<file path="config.mk">
export PLATFORM = sky130hd
export DESIGN_NAME = lru_frame_replacer_unit
export DESIGN_NICKNAME = d
export VERILOG_FILES = /design/src/design/lfr_pkg.sv /design/src/design/lfr_controller.sv /design/src/design/lfr_datapath.sv /design/src/design/lru_frame_replacer_unit.sv
export VERILOG_INCLUDE_DIRS = /design/src /design/src/design
export SDC_FILE = /design/constraint.sdc
export NUM_CORES = 1
export LEC_CHECK = 0
export ABC_CLOCK_PERIOD_IN_PS = 6200
export BUFFER_PORTS_ARGS = -buffer_cell sky130_fd_sc_hd__clkbuf_2
export CAP_MARGIN = 15
export CORE_MARGIN = 2
export CORE_UTILIZATION = 61
export DETAILED_ROUTE_END_ITERATION = 6
export PLACE_DENSITY_LB_ADDON = 0.15
export SYNTH_ARGS = -nofsm -noshare
export SYNTH_HDL_FRONTEND = slang
export SYNTH_SLANG_ARGS = --single-unit
</file>
<file path="constraint.sdc">
create_clock -name clock -period 6.2 [get_ports clock]
set_input_delay 0.62 -clock clock [delete_from_list [all_inputs] [get_ports clock]]
set_output_delay 0.62 -clock clock [all_outputs]
set_load 0.02 [all_outputs]
</file>
<file path="src/design/lru_frame_replacer_unit_macros.svh">
// -----------------------------------------------------------------------------
// LRU frame replacer assertion macros
// Shared property forms for the checks at the end of the top level.
// -----------------------------------------------------------------------------
`ifndef LRU_FRAME_REPLACER_UNIT_MACROS_SVH
`define LRU_FRAME_REPLACER_UNIT_MACROS_SVH

// Same-cycle implication, disabled while reset is high.
`define LFR_ASSERT_IMPLY(label, clk, rst, ante, cons) \
   label: assert property (@(posedge clk) disable iff (rst) (ante) |-> (cons)) \
      else $error("lfr check failed");

// Next-cycle implication, disabled while reset is high.
`define LFR_ASSERT_NEXT(label, clk, rst, ante, cons) \
   label: assert property (@(posedge clk) disable iff (rst) (ante) |=> (cons)) \
      else $error("lfr check failed");

`endif

</file>
<file path="src/design/lfr_pkg.sv">
// -----------------------------------------------------------------------------
// LRU frame replacer package
// Payload types, operation codes, controller states and the command and status
// groups between the controller and the datapath.
// -----------------------------------------------------------------------------
package lfr_pkg;

   localparam int FRAME_W    = 6;
   localparam int COUNT_W    = 7;
   localparam int FRAME_SPAN = 2 ** FRAME_W;

   localparam logic [COUNT_W-1:0] CAPACITY_RESET = 7'd64;

   typedef enum logic [1:0] {
      OP_VICTIM = 2'd0,
      OP_PIN    = 2'd1,
      OP_UNPIN  = 2'd2
   } op_type;

   typedef struct packed {
      op_type             operation;
      logic [FRAME_W-1:0] frame;
   } req_type;

   typedef struct packed {
      logic               found;
      logic [FRAME_W-1:0] victim_frame;
      logic [COUNT_W-1:0] count;
   } rsp_type;

   typedef enum logic [1:0] {
      ST_IDLE,
      ST_EXEC,
      ST_UNLINK,
      ST_FINISH
   } state_type;

   typedef struct packed {
      logic load_req;
      logic exec;
      logic unlink;
      logic finish;
   } ctrl_cmd_type;

   typedef struct packed {
      logic do_unpin;
      logic do_unlink;
      logic rsp_free;
   } ctrl_status_type;

endpackage

</file>
<file path="src/design/lfr_controller.sv">
// -----------------------------------------------------------------------------
// LRU frame replacer controller
// Sequences one item through decode, a list unlink where a frame is removed, and result hand-off.
// -----------------------------------------------------------------------------
module lfr_controller
   import lfr_pkg::*;
(
   input  logic            clock,
   input  logic            reset,
   input  logic            req_valid,
   output logic            req_ready,
   input  ctrl_status_type status,
   output ctrl_cmd_type    cmd
);

   state_type state_ff;
   state_type state_in;

   // State register.
   always_ff @(posedge clock) begin
      if (reset) begin
         state_ff <= ST_IDLE;
      end else begin
         state_ff <= state_in;
      end
   end

   // Next state and commands.
   always_comb begin
      state_in  = state_ff;
      req_ready = 1'b0;
      cmd       = '0;
      case (state_ff)
         ST_IDLE: begin
            req_ready = 1'b1;
            if (req_valid) begin
               cmd.load_req = 1'b1;
               state_in     = ST_EXEC;
            end
         end
         ST_EXEC: begin
            cmd.exec = 1'b1;
            state_in = status.do_unlink ? ST_UNLINK : ST_FINISH;
         end
         ST_UNLINK: begin
            cmd.unlink = 1'b1;
            state_in   = ST_FINISH;
         end
         ST_FINISH: begin
            if (status.rsp_free) begin
               cmd.finish = 1'b1;
               state_in   = ST_IDLE;
            end
         end
         default: begin
            state_in = ST_IDLE;
         end
      endcase
   end

endmodule

</file>
<file path="src/design/lfr_datapath.sv">
// -----------------------------------------------------------------------------
// LRU frame replacer datapath
// Presence bits, list ends, count, the two link memories and the result
// register.
// -----------------------------------------------------------------------------
module lfr_datapath
   import lfr_pkg::*;
#(
   parameter int NUM_FRAMES = 64
)
(
   input  logic               clock,
   input  logic               reset,
   input  logic               csr_write,
   input  logic [COUNT_W-1:0] csr_data,
   input  req_type            req_data,
   input  ctrl_cmd_type       cmd,
   output ctrl_status_type    status,
   output logic               rsp_valid,
   input  logic               rsp_ready,
   output rsp_type            rsp_data
);

   // Only frames that the frame field can name need storage.
   localparam int DEPTH = (NUM_FRAMES < FRAME_SPAN) ? NUM_FRAMES : FRAME_SPAN;
   localparam int AW    = $clog2(DEPTH);
   localparam logic [FRAME_W:0] DEPTH_V = (FRAME_W + 1)'(DEPTH);

   op_type             op_ff;
   logic [FRAME_W-1:0] frame_ff;
   logic [COUNT_W-1:0] capacity_ff;
   logic [COUNT_W-1:0] held_ff;
   logic [AW-1:0]      newest_ff;
   logic [AW-1:0]      oldest_ff;
   logic [DEPTH-1:0]   present_ff;
   logic [AW-1:0]      target_ff;
   logic [AW-1:0]      rd_next_ff;
   logic [AW-1:0]      rd_prev_ff;
   logic               found_ff;
   logic [FRAME_W-1:0] victim_ff;
   logic               rsp_valid_ff;
   rsp_type            rsp_data_ff;

   logic [AW-1:0] next_mem [DEPTH];
   logic [AW-1:0] prev_mem [DEPTH];

   logic          in_range;
   logic [AW-1:0] frame_idx;
   logic          frame_present;
   logic          held_zero;
   logic          held_many;
   logic          victim_hit;
   logic [AW-1:0] exec_addr;
   logic          next_we;
   logic [AW-1:0] next_wa;
   logic [AW-1:0] next_wd;
   logic          prev_we;
   logic [AW-1:0] prev_wa;
   logic [AW-1:0] prev_wd;

   // Decode of the held item against the current set.
   assign in_range      = {1'b0, frame_ff} < DEPTH_V;
   assign frame_idx     = frame_ff[AW-1:0];
   assign frame_present = in_range ? present_ff[frame_idx] : 1'b0;
   assign held_zero     = (held_ff == '0);
   assign held_many     = (held_ff > COUNT_W'(1));
   assign victim_hit    = (op_ff == OP_VICTIM) && !held_zero;
   assign exec_addr     = (op_ff == OP_VICTIM) ? oldest_ff : frame_idx;

   always_comb begin
      status.do_unpin  = 1'b0;
      status.do_unlink = 1'b0;
      status.rsp_free  = !rsp_valid_ff || rsp_ready;
      case (op_ff)
         OP_VICTIM: status.do_unlink = !held_zero;
         OP_PIN:    status.do_unlink = frame_present;
         OP_UNPIN:  status.do_unpin  = in_range && !frame_present && (held_ff < capacity_ff);
         default:   status.do_unlink = 1'b0;
      endcase
   end

   // Link memory writes: a push at the newest end, or bridging the gap an
   // unlinked frame leaves behind.
   always_comb begin
      next_we = 1'b0;
      next_wa = frame_idx;
      next_wd = newest_ff;
      prev_we = 1'b0;
      prev_wa = newest_ff;
      prev_wd = frame_idx;
      if (cmd.exec && status.do_unpin) begin
         next_we = !held_zero;
         prev_we = !held_zero;
      end else if (cmd.unlink && held_many) begin
         next_we = (target_ff != newest_ff);
         next_wa = rd_prev_ff;
         next_wd = rd_next_ff;
         prev_we = (target_ff != oldest_ff);
         prev_wa = rd_next_ff;
         prev_wd = rd_prev_ff;
      end
   end

   // Link memories with registered reads of the frame being removed.
   always_ff @(posedge clock) begin
      if (next_we) begin
         next_mem[next_wa] <= next_wd;
      end
      rd_next_ff <= next_mem[exec_addr];
   end

   always_ff @(posedge clock) begin
      if (prev_we) begin
         prev_mem[prev_wa] <= prev_wd;
      end
      rd_prev_ff <= prev_mem[exec_addr];
   end

   // Set state, capacity and result valid.
   always_ff @(posedge clock) begin
      if (reset) begin
         capacity_ff  <= CAPACITY_RESET;
         held_ff      <= '0;
         newest_ff    <= '0;
         oldest_ff    <= '0;
         present_ff   <= '0;
         rsp_valid_ff <= 1'b0;
      end else begin
         if (csr_write) begin
            capacity_ff <= csr_data;
         end
         if (cmd.exec && status.do_unpin) begin
            if (held_zero) begin
               oldest_ff <= frame_idx;
            end
            newest_ff             <= frame_idx;
            present_ff[frame_idx] <= 1'b1;
            held_ff               <= held_ff + COUNT_W'(1);
         end
         if (cmd.unlink) begin
            present_ff[target_ff] <= 1'b0;
            if (!held_many) begin
               held_ff   <= '0;
               newest_ff <= '0;
               oldest_ff <= '0;
            end else begin
               if (target_ff == newest_ff) begin
                  newest_ff <= rd_next_ff;
               end
               if (target_ff == oldest_ff) begin
                  oldest_ff <= rd_prev_ff;
               end
               held_ff <= held_ff - COUNT_W'(1);
            end
         end
         if (cmd.finish) begin
            rsp_valid_ff <= 1'b1;
         end else if (rsp_ready) begin
            rsp_valid_ff <= 1'b0;
         end
      end
   end

   // Item capture, victim selection and result payload.
   always_ff @(posedge clock) begin
      if (cmd.load_req) begin
         op_ff    <= req_data.operation;
         frame_ff <= req_data.frame;
      end
      if (cmd.exec) begin
         target_ff <= exec_addr;
         found_ff  <= victim_hit;
         victim_ff <= victim_hit ? FRAME_W'(oldest_ff) : '0;
      end
      if (cmd.finish) begin
         rsp_data_ff.found        <= found_ff;
         rsp_data_ff.victim_frame <= victim_ff;
         rsp_data_ff.count        <= held_ff;
      end
   end

   assign rsp_valid = rsp_valid_ff;
   assign rsp_data  = rsp_data_ff;

endmodule

</file>
<file path="src/design/lru_frame_replacer_unit.sv">
// -----------------------------------------------------------------------------
// LRU frame replacer unit
// Keeps the evictable frames of a buffer pool as a doubly linked list, newest
// first, and serves victim, pin and unpin requests against it.
// -----------------------------------------------------------------------------
//  Channel  Dir  Ports                               Carries
//  req      in   req_valid, req_ready, req_data      operation and frame
//  rsp      out  rsp_valid, rsp_ready, rsp_data      found, victim_frame, count
//  csr      in   csr_valid, csr_ready, csr_data      capacity
//
//  An item passes from acceptance through decode to the result hand-off (unpin,
//  misses, unknown codes); victim and pin that remove a frame add an unlink
//  step, which the registered read port of the link memories requires.
//  One item is in work at a time; a new one is taken while the last result
//  still waits, and its result is held back until rsp_ready frees the slot.
//  Reset is synchronous and clears the set at once; capacity returns to 64.
//  The capacity register takes a write in any cycle.
// -----------------------------------------------------------------------------
`include "lru_frame_replacer_unit_macros.svh"

module lru_frame_replacer_unit
   import lfr_pkg::*;
#(
   parameter int NUM_FRAMES = 64
)
(
   input  logic               clock,
   input  logic               reset,
   input  logic               req_valid,
   output logic               req_ready,
   input  req_type            req_data,
   output logic               rsp_valid,
   input  logic               rsp_ready,
   output rsp_type            rsp_data,
   input  logic               csr_valid,
   output logic               csr_ready,
   input  logic [COUNT_W-1:0] csr_data
);

   ctrl_cmd_type    cmd;
   ctrl_status_type status;

   // The capacity register never stalls a write.
   assign csr_ready = 1'b1;

   // Sequencer.
   lfr_controller u_controller (
      .clock     (clock),
      .reset     (reset),
      .req_valid (req_valid),
      .req_ready (req_ready),
      .status    (status),
      .cmd       (cmd)
   );

   // List storage and result register.
   lfr_datapath #(
      .NUM_FRAMES (NUM_FRAMES)
   ) u_datapath (
      .clock     (clock),
      .reset     (reset),
      .csr_write (csr_valid && csr_ready),
      .csr_data  (csr_data),
      .req_data  (req_data),
      .cmd       (cmd),
      .status    (status),
      .rsp_valid (rsp_valid),
      .rsp_ready (rsp_ready),
      .rsp_data  (rsp_data)
   );

   // An accepted item is decoded in the very next cycle.
   `LFR_ASSERT_NEXT(a_exec_follows_accept, clock, reset, req_valid && req_ready, cmd.exec)

   // Acceptance and the work steps never overlap.
   `LFR_ASSERT_IMPLY(a_one_step, clock, reset, 1'b1, $onehot0({req_ready, cmd.exec, cmd.unlink, cmd.finish}))

   // A result without a victim carries frame zero.
   `LFR_ASSERT_IMPLY(a_no_victim_zero, clock, reset, rsp_valid && !rsp_data.found, rsp_data.victim_frame == '0)

   // A result is only loaded once the output slot is free.
   `LFR_ASSERT_IMPLY(a_finish_slot_free, clock, reset, cmd.finish, !rsp_valid || rsp_ready)

endmodule

</file>
# After elaboration in Yosys (flattened, before gate mapping)
# Memory sizes are Yosys's and may differ from the RTL's. A register that Yosys moved wholly into a read port is not among the register bits.
# Index checks and enable logic that the tools add are counted.
# op_classes
n_addsub	2
n_lt_le_gt_ge	6
eq_ne	11
mux	49
n_bitwise	3
reduce_logical	16
# ops
cell	n
two-way mux 64 bit	3
two-way mux 6 bit	14
AND 64 bit	1
inverter 64 bit	1
OR 64 bit	1
two-way mux 1 bit	22
two-way mux 7 bit	3
< comparator 6 x 7 -> 1 bit (second input constant)	2
demux 1 bit (select 6 bit)	2
== test 6 bit	2
>= comparator 6 x 1 -> 1 bit (second input constant)	2
inequality test 6 bit	2
case mux 2 bit (4 select lines)	1
adder 7 x 1 -> 7 bit (second input constant)	1
> comparator 7 x 1 -> 1 bit (second input constant)	1
logical NOT 7 bit	1
< comparator 7 bit	1
subtractor 7 x 1 -> 7 bit (second input constant)	1
binary-select mux 1 bit (select 6 bit)	1
== test 2 bit (second input constant)	3
logical AND 1 bit	6
== test 2 x 1 -> 1 bit (second input constant)	2
logical NOT 2 bit	2
two-way mux 2 bit	2
other kinds (6)	10
# totals
reg_bits	128
ramBits	768
out_inout_bits	17
wordCells	104
memories	2
# memory_table
memory	words	width	rd	rd_ports_with_merged_regs	wr	line_no	rtl
u_datapath.next_mem	64	6	1	1	1	lfr_datapath.sv:44	logic [AW-1:0] next_mem [DEPTH];
u_datapath.prev_mem	64	6	1	1	1	lfr_datapath.sv:45	logic [AW-1:0] prev_mem [DEPTH];

# Depth between registers and ports, before layout
# logic_depth
word_depth	10
depth_mapped	12
ltp_nobuf	9

# By module
# Synthesis repeated with hierarchy kept, for this count alone.
# unflattened
hier_cells	3183
area_unflattened_um2	38486.9
# modules_own_cells
module	n_inst	cells_per_inst	area_per_inst_um2	seq_area_each_um2
lfr_datapath	1	3161	38296.7	26175.1
lfr_controller	1	20	178.9	40.0
lru_frame_replacer_unit	1	2	11.3	0.0

# Worst setup path before layout
# Ideal clock, no wire load.
# synth_path
path_kind	register -> register
start	register u_datapath.frame_ff[4]
end	memory u_datapath.next_mem[0][0] (netlist name), data pin
setup_time_ns	0.702
t_arrival_ns	4.378
required_ns	5.498
slack_ns	1.121
stages_incl_launch_ff	8
path_buffers	2
synth_period_minus_slack_ns	5.079
cell_sequence	edfxtp_1 clkbuf_1 nor3b_2 nand3_1 nand4_4 o21ai_4 buf_4 o21ai_0
# synth_between
elab_chain_len	7
# synth_rtl
element	line_no	rtl
from (decl)	lfr_datapath.sv:30	logic [FRAME_W-1:0] frame_ff;
from (signal assigned)	lfr_datapath.sv:168	frame_ff <= req_data.frame;
binary-select mux 1 bit (select 6 bit)	lfr_datapath.sv:64	assign frame_present = in_range ? present_ff[frame_idx] : 1'b0;
two-way mux 1 bit (implied by the code)	lfr_datapath.sv:64	
logical NOT 1 bit	lfr_datapath.sv:77	OP_UNPIN: status.do_unpin = in_range && !frame_present && (held_ff < capacity_ff);
logical AND 1 bit	lfr_datapath.sv:77	
two-way mux 1 bit	lfr_datapath.sv:74	case (op_ff)
logical AND 1 bit	lfr_datapath.sv:91	if (cmd.exec && status.do_unpin) begin
two-way mux 6 bit	lfr_datapath.sv:91	
named net u_datapath.next_wd[0]	lfr_datapath.sv:56	logic [AW-1:0] next_wd;
to (decl)	lfr_datapath.sv:44	
# The timed path passes the listed nets, and every way through them passes these cells. The select of a mux whose other input is x is not followed.

# Final worst setup path
# layout_path
start	register u_datapath.frame_ff[0]
end	memory u_datapath.prev_mem[52][5] (netlist name), enable pin
# layout_between
elab_chain_len	9
word_cells_on_any_way	10
classes_between	mux: 7; reduce/logical: 3
# layout_rtl
element	line_no	rtl
binary-select mux 1 bit (select 6 bit) (*)	lfr_datapath.sv:64	
two-way mux 1 bit (implied by the code) (*)	lfr_datapath.sv:64	
logical NOT 1 bit (*)	lfr_datapath.sv:77	
logical AND 1 bit (*)	lfr_datapath.sv:77	
two-way mux 1 bit (*)	lfr_datapath.sv:74	
logical AND 1 bit (*)	lfr_datapath.sv:91	
two-way mux 1 bit	lfr_datapath.sv:91	
two-way mux 1 bit	lfr_datapath.sv:113	if (prev_we) begin
two-way mux 1 bit (implied by the code)	lfr_datapath.sv:114	prev_mem[prev_wa] <= prev_wd;
to (decl)	lfr_datapath.sv:45	
# Mark *: on every way between the ends. The rest lies on a longest branch, timed or not. The select of a mux whose other input is x is not followed.

==> impl_metrics.py <==
metrics = {
    "synth": {
        "synthesis.area_per_instance_um2": 16.3,
        "synth_flop_cell": "sky130_fd_sc_hd__edfxtp_1",
        "yosys_warnings": 0,
        "async_reset_ff_share_pct": 0,
        "ys_seq_elements": 908,
        "sequential_to_total_area_share_from_yosys_stat_pct": 70.2,
        "synth.cell_area_um2": 37300,
        "synthesis.instances": 2289,
        "synth_enable_flop_cells": 803,
        "netlist-cell-type-count": 73,
        "synth_fp_nets": 2322,
    },
    "layout": {
        "fillerInstances": 3850,
        "nNetsFinal": 2338,
        "antenna-diode-count": 0,
        "final_layout_size_suffix_gt1_share_pct": 19.5,
        "sequential_cell_area_um2": 26200,
        "most_common_library_cell_in_the_layout_ignoring_fill_and_taps": "sky130_fd_sc_hd__edfxtp_1",
        "finish.instance_area_um2": 41100,
        "commonest_cells_after_routing_fill_and_taps_aside": "sky130_fd_sc_hd__edfxtp_1 (803), sky130_fd_sc_hd__nand2_1 (243), sky130_fd_sc_hd__mux4_2 (201), sky130_fd_sc_hd__nor2_1 (193), sky130_fd_sc_hd__nand3_1 (113)",
        "layout-area-overhead-vs-synth_pct": 10.2,
        "multi_input_comb_area_um2": 10400,
    },
    "detailed_routing": {
        "met2_length_mm": 42.4,
        "dr_wl_met3_mm": 8.37,
        "viasPerCell": 6.80,
        "drt_pre_antenna_iters": 7,
        "drt-total-wl_mm": 89.8,
        "antenna_left": 0,
        "routed_via_count": 21461,
        "route.layer.met1.wl_mm": 36.2,
        "wire_per_inst_um": 28.5,
        "detailedRoute.firstIterationViolations": 2821,
        "drc": 1,
        "top_layer": "met4",
    },
    "timing": {
        "fin_worst_skew_ns": 0.0285,
        "setup_total_negative_slack_ns": 0,
        "grt_setup_unrepaired": "false",
        "maxSlewViolCount": 0,
        "post-route-period-util_pct": 82.0,
        "setup_viol": 0,
        "maxClockFrequency_mhz": 197,
        "timing.max_slew.rel_slack_pct": 13.3,
        "post-route-min-period_ns": 5.08,
        "report.final.hold_viol_count": 0,
        "worst_slew_pin_slew_ns": 1.29,
    },
    "critical_path": {
        "critical_path_depth": 8,
        "path_delay_family": "multiplexers",
        "crit_reg_reg_startpoint": "u_datapath.frame_ff[0]",
        "crit_arrival_ns": 5.40,
        "slowest_stage": "sky130_fd_sc_hd__edfxtp_1",
        "crit_fanout": 23,
        "worst_setup_path_startpoint": "u_datapath.frame_ff[0]",
        "cp-end-kind": "flop",
        "crit_end": "u_datapath.prev_mem[52][5]",
        "crit_buf_inv": 1,
        "timing.critical_path.cells": "mux4_2 > mux2_2 > a211oi_2 > nand4_4 > nor2_4 > buf_12 > mux2i_1 > nor2_1",
        "r2r-end": "u_datapath.prev_mem[52][5]",
        "worst_path_largest_cell_delay_ns": 1.09,
        "ff2ff_setup_slack_ns": 1.12,
        "setup.worst_path.start_class": "flop",
        "worstPathRequired_ns": 6.51,
        "worst_path_class_setup": "reg2reg",
        "worst-r2r-cell-count": 8,
    },
    "power": {
        "leakagePower_nw": 13.2,
        "power-per-cell-area_nw_per_um2": 389,
        "vdd_ir_drop_max_uv": 228,
        "power_mw": 16.0,
    },
    "placed_design": {
        "total_of_buffers_placed_on_input_and_output_ports": 35,
        "detailedPlacementHpwl_mm": 55.5,
        "detailed_place.area_um2": 38300,
        "gpl.final_weighted_congestion": 0.892,
    },
    "grt": {
        "grt_overflow_total": 0,
        "grt_pass1_wl_mm": 135,
        "grt_pass1_vias": 21164,
        "grt_start_max_net_pins": 121,
        "grt_use_total_pct": 28.9,
        "antenna_violations_before_repair": 0,
    },
    "die": {
        "die_area_um2": 63200,
        "die_x_um": 251,
        "ioPinCount": 37,
        "initial_utilization_pct": 61.8,
        "die_height_um": 251,
        "core_area_um2": 60500,
        "std_cell_rows": 90,
    },
    "clock_tree": {
        "clock-sinks": 908,
        "post_cts_resized": 0,
        "clock-root-buffer": "sky130_fd_sc_hd__clkbuf_16",
        "htree_levels": 3,
        "cts-hold-fix-buffers": 0,
        "clock_tree.buffer_depth": 3,
        "numCtsBuffers": 88,
        "cts_tree": "done",
        "insertion_delay_ns": 0.65,
        "post-cts-setup-buffers": 0,
        "worst_setup_hold_path_clk_slew_ns": 0.06,
    },
    "flow_run": {
        "timing.max_cap.violations": 0,
    },
    "min_path": {
        "worst_hold_path_type": "in2reg",
    },
    "run_status": {
        "failed_checks": "DRC",
        "outcome": "finished with violations",
    },
}
-- logic make-up (layout without fill, tap and decap cells) --
logic type / after synthesis / in the layout / share of synthesized area, %
simple gates: 693 / 693 / 8.51
xor+xnor: 12 / 12 / 0.281
other cells: 1 / 1 / 0.0100
flops: 908 / 908 / 70.2
buf+inv: 175 / 261 / 2.08
mux: 286 / 286 / 14.5
compound gates: 201 / 201 / 3.93
fa+ha+maj: 13 / 13 / 0.436
-- cell usage after synthesis, types with 8 or more instances --
library cell | n | share of area [%]
sky130_fd_sc_hd__clkbuf_1 | 103 | 1.0
sky130_fd_sc_hd__edfxtp_1 | 803 | 65
sky130_fd_sc_hd__a31oi_1 | 66 | 1.1
sky130_fd_sc_hd__nor2_1 | 193 | 1.9
sky130_fd_sc_hd__mux2i_1 | 51 | 1.4
sky130_fd_sc_hd__nor2b_1 | 11 | 0.18
sky130_fd_sc_hd__a211oi_1 | 67 | 1.3
sky130_fd_sc_hd__ha_1 | 13 | 0.44
sky130_fd_sc_hd__nand4_1 | 30 | 0.50
sky130_fd_sc_hd__nand2_1 | 243 | 2.4
sky130_fd_sc_hd__inv_1 | 21 | 0.21
sky130_fd_sc_hd__nor3b_1 | 10 | 0.20
sky130_fd_sc_hd__o21ai_0 | 16 | 0.21
sky130_fd_sc_hd__and2_1 | 8 | 0.13
sky130_fd_sc_hd__nand3_1 | 113 | 1.5
sky130_fd_sc_hd__nor3_1 | 27 | 0.36
sky130_fd_sc_hd__dfxtp_1 | 105 | 5.6
sky130_fd_sc_hd__buf_4 | 12 | 0.24
sky130_fd_sc_hd__and3_1 | 9 | 0.15
sky130_fd_sc_hd__mux2_2 | 22 | 0.66
sky130_fd_sc_hd__mux4_2 | 201 | 12
sky130_fd_sc_hd__buf_2 | 22 | 0.29
sky130_fd_sc_hd__buf_1 | 10 | 0.10
-- stage by stage --
stage	hold WS (ns)	worst slack, ns	utilization, %	cells
global placement	0.407	1.40	63.3	2994
CTS	0.137	1.14	68.0	3155
floorplan	0.400	1.12	-	2289
detailed placement	0.405	1.15	63.3	2995
finish	0.162	1.12	68.0	3157
global route	0.152	0.912	68.0	3157
-- cell type report --
type	count	area share [%]
inverter	22	0.201
tap	782	2.38
sequential	908	63.7
clock buffer	110	5.65
multi-input combinational	1206	25.3
clock inverter	50	1.26
timing repair buffer	79	1.44
-- how the worst min path moves through the flow --
stage,start,to,slack [ns],depth (start not counted)
finish,req_data[6],u_datapath.op_ff[0],0.16,1
global route,req_data[0],u_datapath.frame_ff[0],0.15,1
CTS,req_data[6],u_datapath.op_ff[0],0.14,1
detailed placement,u_datapath.found_ff,u_datapath.rsp_data[13],0.40,0
global placement,u_datapath.found_ff,u_datapath.rsp_data[13],0.41,0
floorplan,u_datapath.victim_ff[3],u_datapath.rsp_data[10],0.40,0
-- where the power goes --
| part | internal (mW) | switching (mW) | leakage [nW] |
|---|---|---|---|
| logic | 1.15 | 2.09 | 3.65 |
| clock network | 3.05 | 2.25 | 1.38 |
| registers | 7.11 | 0.325 | 8.13 |
-- registers in the layout (all words and copies together), names as in the netlist, 6 cells and up --
name	flops
u_datapath.frame_ff	6
u_datapath.prev_mem	384
u_datapath.next_mem	384
u_datapath.rd_prev_ff	6
u_datapath.target_ff	6
u_datapath.rsp_data	14
u_datapath.newest_ff	6
u_datapath.oldest_ff	6
u_datapath.held_ff	7
u_datapath.present_ff	64
u_datapath.capacity_ff	7
u_datapath.rd_next_ff	6
u_datapath.victim_ff	6
-- per-layer routing --
layer  vias up  GRT usage, %
met3       192          4.49
met5         -             0
met1     10879          42.6
met4         0          10.3
met2      1336          44.7
li1       9054             -
Note: power is estimated with default switching activity, not from simulation.
